===== config.mk =====
export PLATFORM = sky130hd
export DESIGN_NAME = hsv_to_rgb_converter_top
export DESIGN_NICKNAME = d
export VERILOG_FILES = /design/src/hdl/hsv2rgb_pkg.sv /design/src/hdl/hsv_to_rgb_converter_top.sv
export SDC_FILE = /design/constraint.sdc
export NUM_CORES = 2
export LEC_CHECK = 0
export ABC_AREA = 1
export BUFFER_PORTS_ARGS = -buffer_cell sky130_fd_sc_hd__buf_2
export CORE_MARGIN = 2
export CORE_UTILIZATION = 35
export DETAILED_ROUTE_END_ITERATION = 7
export GPL_ROUTABILITY_DRIVEN = 0
export PLACE_DENSITY_LB_ADDON = 0.1
export RECOVER_POWER = 100
export SLEW_MARGIN = 20
export SYNTH_ARGS = -nofsm -noshare
export SYNTH_HDL_FRONTEND = slang
export SYNTH_SLANG_ARGS = --single-unit
export TNS_END_PERCENT = 100

===== constraint.sdc =====
create_clock -name clk_i -period 7.9 [get_ports clk_i]
set_input_delay 0.395 -clock clk_i [delete_from_list [all_inputs] [get_ports clk_i]]
set_output_delay 0.395 -clock clk_i [all_outputs]
set_load 0.02 [all_outputs]

===== src/hdl/hsv2rgb_pkg.sv =====
`timescale 1ns / 1ps
`default_nettype none

package hsv2rgb_pkg;

  // Fixed scales of the conversion
  localparam int HueSectorDeg = 60;
  localparam int FullScale    = 255;
  localparam int SectorScale  = HueSectorDeg * FullScale;  // 15300
  localparam int NumThresh    = 8;                         // 60..480 covers 0..511

  // Reciprocal of SectorScale; the estimate is low by at most one
  localparam int RecipShift = 30;
  localparam int RecipMul   = (1 << RecipShift) / SectorScale;

  typedef logic [8:0]  hue_t;     // hue angle
  typedef logic [7:0]  chan_t;    // 8-bit channel
  typedef logic [5:0]  rem_t;     // hue mod 60
  typedef logic [3:0]  sec_cnt_t; // full sector 0..8
  typedef logic [13:0] prod_t;    // s * rem, up to 15045
  typedef logic [15:0] pnum_t;    // v * (255 - s)
  typedef logic [21:0] tnum_t;    // v * (15300 - s*rem)
  typedef logic [16:0] recip_t;   // reciprocal constant
  typedef logic [38:0] est_t;     // tnum_t * recip_t

  // Sector row of the placement table; hue of 300 and up uses the last row
  typedef enum logic [2:0] {
    SECT_RED_TO_YEL  = 3'd0,
    SECT_YEL_TO_GRN  = 3'd1,
    SECT_GRN_TO_CYN  = 3'd2,
    SECT_CYN_TO_BLU  = 3'd3,
    SECT_BLU_TO_MAG  = 3'd4,
    SECT_MAG_TO_RED  = 3'd5
  } sector_e;

endpackage

`default_nettype wire


===== src/hdl/hsv_to_rgb_converter_top.sv =====
`timescale 1ns / 1ps
`default_nettype none

// HSV to 8-bit RGB converter. Takes one pixel per clock: an item is taken at
// every edge with start_i high (busy_o is always low, the pipeline never
// stalls) and its red/green/blue come out on red_o/green_o/blue_o with done_o
// high for a single cycle. The receiver cannot hold results off; a result not
// taken in its done_o cycle is gone. The pipeline has six register stages:
// sector split, three small products, the two wide term products, the
// reciprocal multiply for the divide by 15300, its one-step correction, and
// the sector placement. Hue 360..511 uses the magenta-to-red row; zero
// saturation gives grey because all three terms then reduce to the value.
module hsv_to_rgb_converter_top (
  input  wire logic clk_i,
  input  wire logic rst_ni,
  input  wire logic start_i,
  output logic      busy_o,
  input  wire logic [8:0] hue_i,
  input  wire logic [7:0] saturation_i,
  input  wire logic [7:0] brightness_i,
  output logic      done_o,
  output logic [7:0] red_o,
  output logic [7:0] green_o,
  output logic [7:0] blue_o
);

  // Fully pipelined, nothing ever backs up
  assign busy_o = 1'b0;

  logic accept;
  assign accept = start_i & ~busy_o;

  // ---------------------------------------------------------------------
  // Stage 1: sector = hue div 60, rem = hue mod 60
  // ---------------------------------------------------------------------
  hsv2rgb_pkg::sec_cnt_t sec_full;
  hsv2rgb_pkg::hue_t     sec_base;
  hsv2rgb_pkg::sector_e  s1_sector_d, s1_sector_q;
  hsv2rgb_pkg::rem_t     s1_rem_d, s1_rem_q;
  hsv2rgb_pkg::chan_t    s1_sat_q, s1_val_q;
  logic                  s1_vld_q;

  always_comb begin
    sec_full = '0;
    for (int i = 1; i <= hsv2rgb_pkg::NumThresh; i++) begin
      if (hue_i >= hsv2rgb_pkg::hue_t'(i * hsv2rgb_pkg::HueSectorDeg)) begin
        sec_full = sec_full + hsv2rgb_pkg::sec_cnt_t'(1);
      end
    end
    sec_base = hsv2rgb_pkg::hue_t'(sec_full) *
               hsv2rgb_pkg::hue_t'(hsv2rgb_pkg::HueSectorDeg);
    s1_rem_d = hsv2rgb_pkg::rem_t'(hue_i - sec_base);
    if (sec_full > hsv2rgb_pkg::sec_cnt_t'(hsv2rgb_pkg::SECT_MAG_TO_RED)) begin
      s1_sector_d = hsv2rgb_pkg::SECT_MAG_TO_RED;
    end else begin
      s1_sector_d = hsv2rgb_pkg::sector_e'(sec_full[2:0]);
    end
  end

  always_ff @(posedge clk_i) begin
    s1_sector_q <= s1_sector_d;
    s1_rem_q    <= s1_rem_d;
    s1_sat_q    <= saturation_i;
    s1_val_q    <= brightness_i;
  end

  // ---------------------------------------------------------------------
  // Stage 2: s*rem, s*(60-rem), v*(255-s)
  // ---------------------------------------------------------------------
  hsv2rgb_pkg::prod_t   s2_srem_q, s2_scomp_q;
  hsv2rgb_pkg::pnum_t   s2_pnum_q;
  hsv2rgb_pkg::sector_e s2_sector_q;
  hsv2rgb_pkg::chan_t   s2_val_q;
  logic                 s2_vld_q;

  always_ff @(posedge clk_i) begin
    s2_srem_q   <= hsv2rgb_pkg::prod_t'(s1_sat_q) * hsv2rgb_pkg::prod_t'(s1_rem_q);
    s2_scomp_q  <= hsv2rgb_pkg::prod_t'(s1_sat_q) *
                   (hsv2rgb_pkg::prod_t'(hsv2rgb_pkg::HueSectorDeg) -
                    hsv2rgb_pkg::prod_t'(s1_rem_q));
    s2_pnum_q   <= hsv2rgb_pkg::pnum_t'(s1_val_q) *
                   (hsv2rgb_pkg::pnum_t'(hsv2rgb_pkg::FullScale) -
                    hsv2rgb_pkg::pnum_t'(s1_sat_q));
    s2_sector_q <= s1_sector_q;
    s2_val_q    <= s1_val_q;
  end

  // ---------------------------------------------------------------------
  // Stage 3: q/t numerators, p = floor(pnum/255) by add-and-shift
  // ---------------------------------------------------------------------
  hsv2rgb_pkg::pnum_t   p_sum;
  hsv2rgb_pkg::tnum_t   s3_qnum_q, s3_tnum_q;
  hsv2rgb_pkg::chan_t   s3_p_q, s3_val_q;
  hsv2rgb_pkg::sector_e s3_sector_q;
  logic                 s3_vld_q;

  // exact for numerators up to 255*255
  assign p_sum = s2_pnum_q + (s2_pnum_q >> 8) + hsv2rgb_pkg::pnum_t'(1);

  always_ff @(posedge clk_i) begin
    s3_qnum_q   <= hsv2rgb_pkg::tnum_t'(s2_val_q) *
                   (hsv2rgb_pkg::tnum_t'(hsv2rgb_pkg::SectorScale) -
                    hsv2rgb_pkg::tnum_t'(s2_srem_q));
    s3_tnum_q   <= hsv2rgb_pkg::tnum_t'(s2_val_q) *
                   (hsv2rgb_pkg::tnum_t'(hsv2rgb_pkg::SectorScale) -
                    hsv2rgb_pkg::tnum_t'(s2_scomp_q));
    s3_p_q      <= p_sum[15:8];
    s3_val_q    <= s2_val_q;
    s3_sector_q <= s2_sector_q;
  end

  // ---------------------------------------------------------------------
  // Stage 4: reciprocal estimate of num/15300 (low by 0 or 1)
  // ---------------------------------------------------------------------
  hsv2rgb_pkg::est_t    q_prod, t_prod;
  hsv2rgb_pkg::chan_t   s4_qest_q, s4_test_q, s4_p_q, s4_val_q;
  hsv2rgb_pkg::tnum_t   s4_qnum_q, s4_tnum_q;
  hsv2rgb_pkg::sector_e s4_sector_q;
  logic                 s4_vld_q;

  assign q_prod = hsv2rgb_pkg::est_t'(s3_qnum_q) *
                  hsv2rgb_pkg::est_t'(hsv2rgb_pkg::recip_t'(hsv2rgb_pkg::RecipMul));
  assign t_prod = hsv2rgb_pkg::est_t'(s3_tnum_q) *
                  hsv2rgb_pkg::est_t'(hsv2rgb_pkg::recip_t'(hsv2rgb_pkg::RecipMul));

  always_ff @(posedge clk_i) begin
    s4_qest_q   <= q_prod[hsv2rgb_pkg::RecipShift +: 8];
    s4_test_q   <= t_prod[hsv2rgb_pkg::RecipShift +: 8];
    s4_qnum_q   <= s3_qnum_q;
    s4_tnum_q   <= s3_tnum_q;
    s4_p_q      <= s3_p_q;
    s4_val_q    <= s3_val_q;
    s4_sector_q <= s3_sector_q;
  end

  // ---------------------------------------------------------------------
  // Stage 5: correct estimate by one where the remainder is still >= 15300
  // ---------------------------------------------------------------------
  hsv2rgb_pkg::tnum_t   q_rem, t_rem;
  hsv2rgb_pkg::chan_t   q_fix, t_fix;
  hsv2rgb_pkg::chan_t   s5_q_q, s5_t_q, s5_p_q, s5_val_q;
  hsv2rgb_pkg::sector_e s5_sector_q;
  logic                 s5_vld_q;

  always_comb begin
    q_rem = s4_qnum_q - hsv2rgb_pkg::tnum_t'(s4_qest_q) *
                        hsv2rgb_pkg::tnum_t'(hsv2rgb_pkg::SectorScale);
    t_rem = s4_tnum_q - hsv2rgb_pkg::tnum_t'(s4_test_q) *
                        hsv2rgb_pkg::tnum_t'(hsv2rgb_pkg::SectorScale);
    q_fix = s4_qest_q;
    t_fix = s4_test_q;
    if (q_rem >= hsv2rgb_pkg::tnum_t'(hsv2rgb_pkg::SectorScale)) begin
      q_fix = s4_qest_q + hsv2rgb_pkg::chan_t'(1);
    end
    if (t_rem >= hsv2rgb_pkg::tnum_t'(hsv2rgb_pkg::SectorScale)) begin
      t_fix = s4_test_q + hsv2rgb_pkg::chan_t'(1);
    end
  end

  always_ff @(posedge clk_i) begin
    s5_q_q      <= q_fix;
    s5_t_q      <= t_fix;
    s5_p_q      <= s4_p_q;
    s5_val_q    <= s4_val_q;
    s5_sector_q <= s4_sector_q;
  end

  // ---------------------------------------------------------------------
  // Stage 6: place v/p/q/t by sector into the output registers
  // ---------------------------------------------------------------------
  hsv2rgb_pkg::chan_t red_d, green_d, blue_d;
  hsv2rgb_pkg::chan_t red_q, green_q, blue_q;
  logic               done_q;

  always_comb begin
    unique case (s5_sector_q)
      hsv2rgb_pkg::SECT_RED_TO_YEL: begin
        red_d = s5_val_q; green_d = s5_t_q;   blue_d = s5_p_q;
      end
      hsv2rgb_pkg::SECT_YEL_TO_GRN: begin
        red_d = s5_q_q;   green_d = s5_val_q; blue_d = s5_p_q;
      end
      hsv2rgb_pkg::SECT_GRN_TO_CYN: begin
        red_d = s5_p_q;   green_d = s5_val_q; blue_d = s5_t_q;
      end
      hsv2rgb_pkg::SECT_CYN_TO_BLU: begin
        red_d = s5_p_q;   green_d = s5_q_q;   blue_d = s5_val_q;
      end
      hsv2rgb_pkg::SECT_BLU_TO_MAG: begin
        red_d = s5_t_q;   green_d = s5_p_q;   blue_d = s5_val_q;
      end
      default: begin
        red_d = s5_val_q; green_d = s5_p_q;   blue_d = s5_q_q;
      end
    endcase
  end

  always_ff @(posedge clk_i) begin
    red_q   <= red_d;
    green_q <= green_d;
    blue_q  <= blue_d;
  end

  // Valid bits travel alongside the data
  always_ff @(posedge clk_i or negedge rst_ni) begin
    if (!rst_ni) begin
      s1_vld_q <= 1'b0;
      s2_vld_q <= 1'b0;
      s3_vld_q <= 1'b0;
      s4_vld_q <= 1'b0;
      s5_vld_q <= 1'b0;
      done_q   <= 1'b0;
    end else begin
      s1_vld_q <= accept;
      s2_vld_q <= s1_vld_q;
      s3_vld_q <= s2_vld_q;
      s4_vld_q <= s3_vld_q;
      s5_vld_q <= s4_vld_q;
      done_q   <= s5_vld_q;
    end
  end

  assign done_o  = done_q;
  assign red_o   = red_q;
  assign green_o = green_q;
  assign blue_o  = blue_q;

endmodule

`default_nettype wire


# Yosys cells after proc, flatten, opt, wreduce, memory -nomap -nowiden
# Index checks and enable logic that the tools add are counted.
[op_classes] addsub=18 multipliers=10 magnitude_cmp=11 eq_ne=4 n_mux=13 reduce_logical=5
[op_table] cell="22-bit by 17-bit multiplier with 38-bit output (second input constant)" n=2
[op_table] cell="8-bit one-hot mux with 3 select lines" n=3
[op_table] cell="22-bit by 14-bit greater-or-equal comparator with 1-bit output (second input constant)" n=2
[op_table] cell="9-bit by 15-bit multiplier with 22-bit output" n=2
[op_table] cell="22-bit subtractor" n=2
[op_table] cell="8-bit by 12-bit multiplier with 20-bit output (second input constant)" n=2
[op_table] cell="9-bit greater-or-equal comparator (second input constant)" n=4
[op_table] cell="14-bit by 14-bit subtractor with 15-bit output (first input constant)" n=2
[op_table] cell="4-bit two-way mux" n=7
[op_table] cell="4-bit by 1-bit adder with 4-bit output (second input constant)" n=6
[op_table] cell="9-bit by 8-bit greater-or-equal comparator with 1-bit output (second input constant)" n=2
[op_table] cell="16-bit by 1-bit adder with 16-bit output (second input constant)" n=1
[op_table] cell="16-bit by 8-bit adder with 16-bit output" n=1
[op_table] cell="8-bit by 1-bit adder with 8-bit output (second input constant)" n=2
[op_table] cell="9-bit by 9-bit multiplier with 16-bit output" n=1
[op_table] cell="8-bit two-way mux" n=2
[op_table] cell="8-bit by 6-bit multiplier with 14-bit output" n=1
[op_table] cell="9-bit by 7-bit multiplier with 14-bit output" n=1
[op_table] cell="9-bit by 6-bit greater-or-equal comparator with 1-bit output (second input constant)" n=1
[op_table] cell="9-bit by 7-bit greater-or-equal comparator with 1-bit output (second input constant)" n=1
[op_table] cell="8-bit by 8-bit subtractor with 9-bit output (first input constant)" n=1
[op_table] cell="2-bit OR reduction" n=4
[op_table] cell="6-bit by 6-bit subtractor with 7-bit output (first input constant)" n=1
[op_table] cell="3-bit by 2-bit equality test with 1-bit output (second input constant)" n=2
[op_table] cell="other kinds (8)" n=8
[word_totals] reg_bits=287 word_cells=96

# Logic depth before layout (Yosys ltp)
[logic_depth] word_depth=18 mapped_depth=37 mapped_depth_nobuf=37

# Least setup slack after synthesis
# Ideal clock, no wire load.
[synth_path] path_kind="reg2reg" startpoint="register s4_test_q[5]" endpoint="register s5_t_q[0]" setup_time_ns=0.113 arrival_time_ns=5.538 required_time_ns=7.787 slack_ns=2.249 stages_incl_launch_ff=33 cell_sequence="dfxtp_1 > fa_1 > inv_1 > fa_1 > inv_1 > fa_1 > fa_1 > ha_1 > a21oi_1 > o21ai_0 > a31oi_1 > inv_1 > a21oi_1 > o21bai_1 > a21oi_1 > nor2_1 > nor2_1 > xor2_1 > ha_1 > nand3_1 > inv_1 > a21oi_1 > nand3_1 > nand3_1 > nand2_1 > nor2_1 > nand2_1 > nor2_1 > and2_1 > buf_4 > nand2_4 > nand2_1 > nand2_1"
[synth_via] elab_chain_len=4
[synth_lines] item="start, declared" line="hsv_to_rgb_converter_top.sv:116" rtl="hsv2rgb_pkg::chan_t s4_qest_q, s4_test_q, s4_p_q, s4_val_q;"
[synth_lines] item="start signal, assigned" line="hsv_to_rgb_converter_top.sv:128" rtl="s4_test_q <= t_prod[hsv2rgb_pkg::RecipShift +: 8];"
[synth_lines] item="8-bit by 12-bit multiplier with 20-bit output" line="hsv_to_rgb_converter_top.sv:148" rtl="t_rem = s4_tnum_q - hsv2rgb_pkg::tnum_t'(s4_test_q) *"
[synth_lines] item="22-bit subtractor" line="hsv_to_rgb_converter_top.sv:148"
[synth_lines] item="22-bit by 14-bit greater-or-equal comparator with 1-bit output" line="hsv_to_rgb_converter_top.sv:155" rtl="if (t_rem >= hsv2rgb_pkg::tnum_t'(hsv2rgb_pkg::SectorScale)) begin"
[synth_lines] item="8-bit two-way mux" line="hsv_to_rgb_converter_top.sv:155"
[synth_lines] item="via t_fix[0]" line="hsv_to_rgb_converter_top.sv:140" rtl="hsv2rgb_pkg::chan_t q_fix, t_fix;"
[synth_lines] item="end signal, assigned" line="hsv_to_rgb_converter_top.sv:162" rtl="s5_t_q <= t_fix;"
[synth_lines] item="end, declared" line="hsv_to_rgb_converter_top.sv:141" rtl="hsv2rgb_pkg::chan_t s5_q_q, s5_t_q, s5_p_q, s5_val_q;"
# The timed path passes the listed nets, and every way through them passes these cells.
# A chain may end at the register's enable or synchronous reset.

# Final worst setup path
[layout_path] startpoint="register s4_qest_q[2]" endpoint="register s5_q_q[4]"
[layout_via] elab_chain_len=4 elab_cells_between_ends=5 cone_classes="2 x add/sub; 1 x mul; 1 x order compare; 1 x mux"
[layout_lines] item="start, declared" line="hsv_to_rgb_converter_top.sv:116"
[layout_lines] item="start signal, assigned" line="hsv_to_rgb_converter_top.sv:127" rtl="s4_qest_q <= q_prod[hsv2rgb_pkg::RecipShift +: 8];"
[layout_lines] item="8-bit by 12-bit multiplier with 20-bit output" line="hsv_to_rgb_converter_top.sv:146" rtl="q_rem = s4_qnum_q - hsv2rgb_pkg::tnum_t'(s4_qest_q) *"
[layout_lines] item="22-bit subtractor" line="hsv_to_rgb_converter_top.sv:146"
[layout_lines] item="22-bit by 14-bit greater-or-equal comparator with 1-bit output" line="hsv_to_rgb_converter_top.sv:152" rtl="if (q_rem >= hsv2rgb_pkg::tnum_t'(hsv2rgb_pkg::SectorScale)) begin"
[layout_lines] item="8-bit two-way mux (*)" line="hsv_to_rgb_converter_top.sv:152"
[layout_lines] item="via q_fix[4]" line="hsv_to_rgb_converter_top.sv:140"
[layout_lines] item="end signal, assigned" line="hsv_to_rgb_converter_top.sv:161" rtl="s5_q_q <= q_fix;"
[layout_lines] item="end, declared" line="hsv_to_rgb_converter_top.sv:141"
# Mark *: on every way through the listed nets, which the timed path passes. The rest lies on a longest branch.

==> metrics.txt <==
status complete, no violations; final worst path period share 86.2%; initial core utilization 35.3%; die area roughly 110000 µm²; Clock transition at path regs ~0.07 ns; # rows 117; first-pass GRT wire length 146000 µm; CTS Buf Count 38; # DRC 0; Most Frequent Cell on Critical Path nand2_1; DRT antenna net count 0; Worst path max stage delay 0.55 ns; Core Footprint roughly 100000 µm²; post-synth cell types between 60 and 70; measured slew at the worst slew-check pin about 1.2 ns; total iterations of the first detailed-routing run 7; commonest non-fill, non-tap cell in the layout inv_1; syn_area_per_cell slightly above 8 µm²; FF+latch count, synth 281; Synth Warn # 0; worst path required time 8.36 ns; synthesized cell area 35900 µm²; largest net degree at the start of global routing 29; Crit Path Class register to register; antenna violations before repair 1; Slew Viols, Final 0; Worst Path Arrival a little over 7 ns; total grt overflow 0; setup TNS 0 ns; most used flip-flop cell after synthesis dfxtp_1; post-DR wirelength/cell 15.1 µm; Seq/Total Area, Yosys about 16%; CTS root buf clkbuf_16; Synth Area in Compound Gates 6.74%; Startpoint Class register; syn_nets 5468; drt initial violations approximately 1200; CP endpoint kind register; Max Root-Sink Buffers 3; Layout Nets between 5000 and 6000; Final Hold Slack 0.197 ns; Simple-Gate Fraction of Synth Area 15.1%; post-CTS sizing 0; Chip Height about 320 µm; share of cells above drive strength 1 under 10%; achievable clock frequency 147 MHz; # diodes 0; CTS tree yes; GRT Overall Usage 17.2%; final hold viol count 0; Crit-path slowest cell fa_1; vias per cell between 4 and 5; xor and xnor area share after synthesis ~4.3%; IO buf count 52; largest family of logic cells by synthesized area adder cells; min Tclk post-route 6.81 ns; Worst Skew approximately 0.020 ns; Area Overhead vs Synth 9.29%; insertion delay to the later sink of the worst-skew pair 0.57 ns; Post-Synthesis Cells 4377; commonest cells after routing, fill and taps aside 1071 x inv_1, 702 x nand2_1, 614 x ha_1; WL final 88300 µm; number of synthesized flops with an enable pin 0; Min-Delay Path Class primary input to register; Crit Path Max Fanout 9; adder-cell share of the synthesized area 46.4%; asr flop ratio synth between 2 and 2.5%; multiplexer area fraction after synthesis 0%; hpwl dp ~75000 µm; clk sinks ~280; die width between 300 and 400 µm; Worst slew margin 17.5%; # H-tree levels 2; via count roughly 27000; max_cap viols 0; setup violators final 0; RSZ-0062 raised after global routing no; number of global-route vias before repair 27975; I/O pin count 54
==> metrics by stage <==
stage | area [µm²] | instances | utilization (%) | setup WS, ns
after detailed placement | 37800 | 5760 | 37.2 | 1.40
after CTS | 39400 | 5849 | 38.7 | 1.36
after floorplan | 35900 | 4377 | - | 2.25
after global routing | 39300 | 5849 | 38.6 | 0.478
final | 39300 | 5849 | 38.6 | 1.09
after global placement | 37800 | 5760 | 37.2 | 1.39
==> final timing paths <==
kind	start	to	slack [ns]	cells after the start
min in group asynchronous	rst_ni	s4_vld_q$_DFF_PN0_	0.22	2
setup reg to reg	s4_qest_q[2]$_DFF_P_	s5_q_q[4]$_DFF_P_	1.09	29
hold / removal	hue_i[3]	s1_rem_q[3]$_DFF_P_	0.20	2
setup / recovery	s4_qest_q[2]$_DFF_P_	s5_q_q[4]$_DFF_P_	1.09	29
max in group asynchronous	rst_ni	done_o$_DFF_PN0_	7.44	2
hold reg to reg	s4_val_q[2]$_DFF_P_	s5_val_q[2]$_DFF_P_	0.32	0
==> logic make-up after synthesis <==
family	count (synthesis)
AO/OA/AOI/OAI	423
XOR/XNOR	174
buffers and inverters	1126
flip-flops	281
AND/OR/NAND/NOR	1309
adder cells (fa/ha/maj)	1063
other	1
==> area by class of cell <==
cell class / instances / area [µm²]
clock buffer: 48 / 1050
sequential: 281 / 5660
fill: 10794 / 62500
inverter: 1078 / 4050
multi-input combinational: 2970 / 26000
tap: 1368 / 1710
clock inverter: 21 / 313
timing repair buffer: 83 / 487
==> registers in the layout, indices dropped and copies added (netlist names), 13 cells and up <==
signal and count:
s2_srem_q 13, s2_pnum_q 16, s2_scomp_q 14, s4_tnum_q 20, s3_tnum_q 22, s4_qnum_q 20, s3_qnum_q 21
==> critical path: cells and delay by family, from the launching register on <==
kind                     cells  cell delay, ns
AND/OR/NAND/NOR             14            2.12
flip-flops                   1            0.40
adder cells (fa/ha/maj)      6            2.66
AO/OA/AOI/OAI                3            0.92
XOR/XNOR                     2            0.29
buffers and inverters        4            0.31
==> cell usage after synthesis, types with 3 or more instances <==
| cell type | instances | area [µm²] |
|---|---|---|
| o2111ai_1 | 11 | 96.3 |
| inv_1 | 1068 | 4010 |
| fa_1 | 449 | 8990 |
| xnor2_1 | 63 | 552 |
| nor3_2 | 3 | 30.0 |
| nand3_1 | 113 | 566 |
| nand3b_1 | 7 | 52.6 |
| nand2_1 | 700 | 2630 |
| a211oi_1 | 5 | 37.5 |
| o31ai_1 | 4 | 30.0 |
| o21a_1 | 9 | 67.6 |
| inv_2 | 6 | 22.5 |
| xor2_1 | 110 | 963 |
| clkbuf_1 | 43 | 161 |
| dfxtp_1 | 275 | 5510 |
| a21oi_1 | 200 | 1000 |
| o21ai_0 | 92 | 460 |
| o22ai_1 | 11 | 68.8 |
| nor2_1 | 375 | 1410 |
| or2_2 | 12 | 75.1 |
| a31oi_1 | 26 | 163 |
| or2_1 | 4 | 25.0 |
| a21boi_0 | 5 | 37.5 |
| a21o_1 | 17 | 128 |
| o21ai_1 | 6 | 30.0 |
| nor3_1 | 26 | 130 |
| o21bai_1 | 14 | 105 |
| nand2_2 | 17 | 106 |
| ha_1 | 614 | 7680 |
| nand4_1 | 23 | 144 |
| a221oi_1 | 3 | 26.3 |
| nand3_2 | 7 | 70.1 |
| nor4_1 | 7 | 43.8 |
| clkinv_1 | 4 | 15.0 |
| and2_1 | 4 | 25.0 |
| o211ai_1 | 6 | 45.0 |
| dfrtp_1 | 6 | 150 |
==> layer usage <==
metal  track usage (%)  vias up  routed length (µm)
li1                  -    13610                   -
met1              23.6    12564               43000
met2              28.9      329               40600
met3              1.90       91                2760
met4              4.02        0                1940
met5                 0        -                   0
==> repair_timing <==
item | in CTS | in global routing
buffers inserted | 0 | 0
hold endpoints to repair | 25 | 0
hold buffers | 20 | 0
setup endpoints to repair | 0 | 0
Power is not shown: default switching activity piles up to over one toggle a cycle in this logic, so the estimate is an artifact.
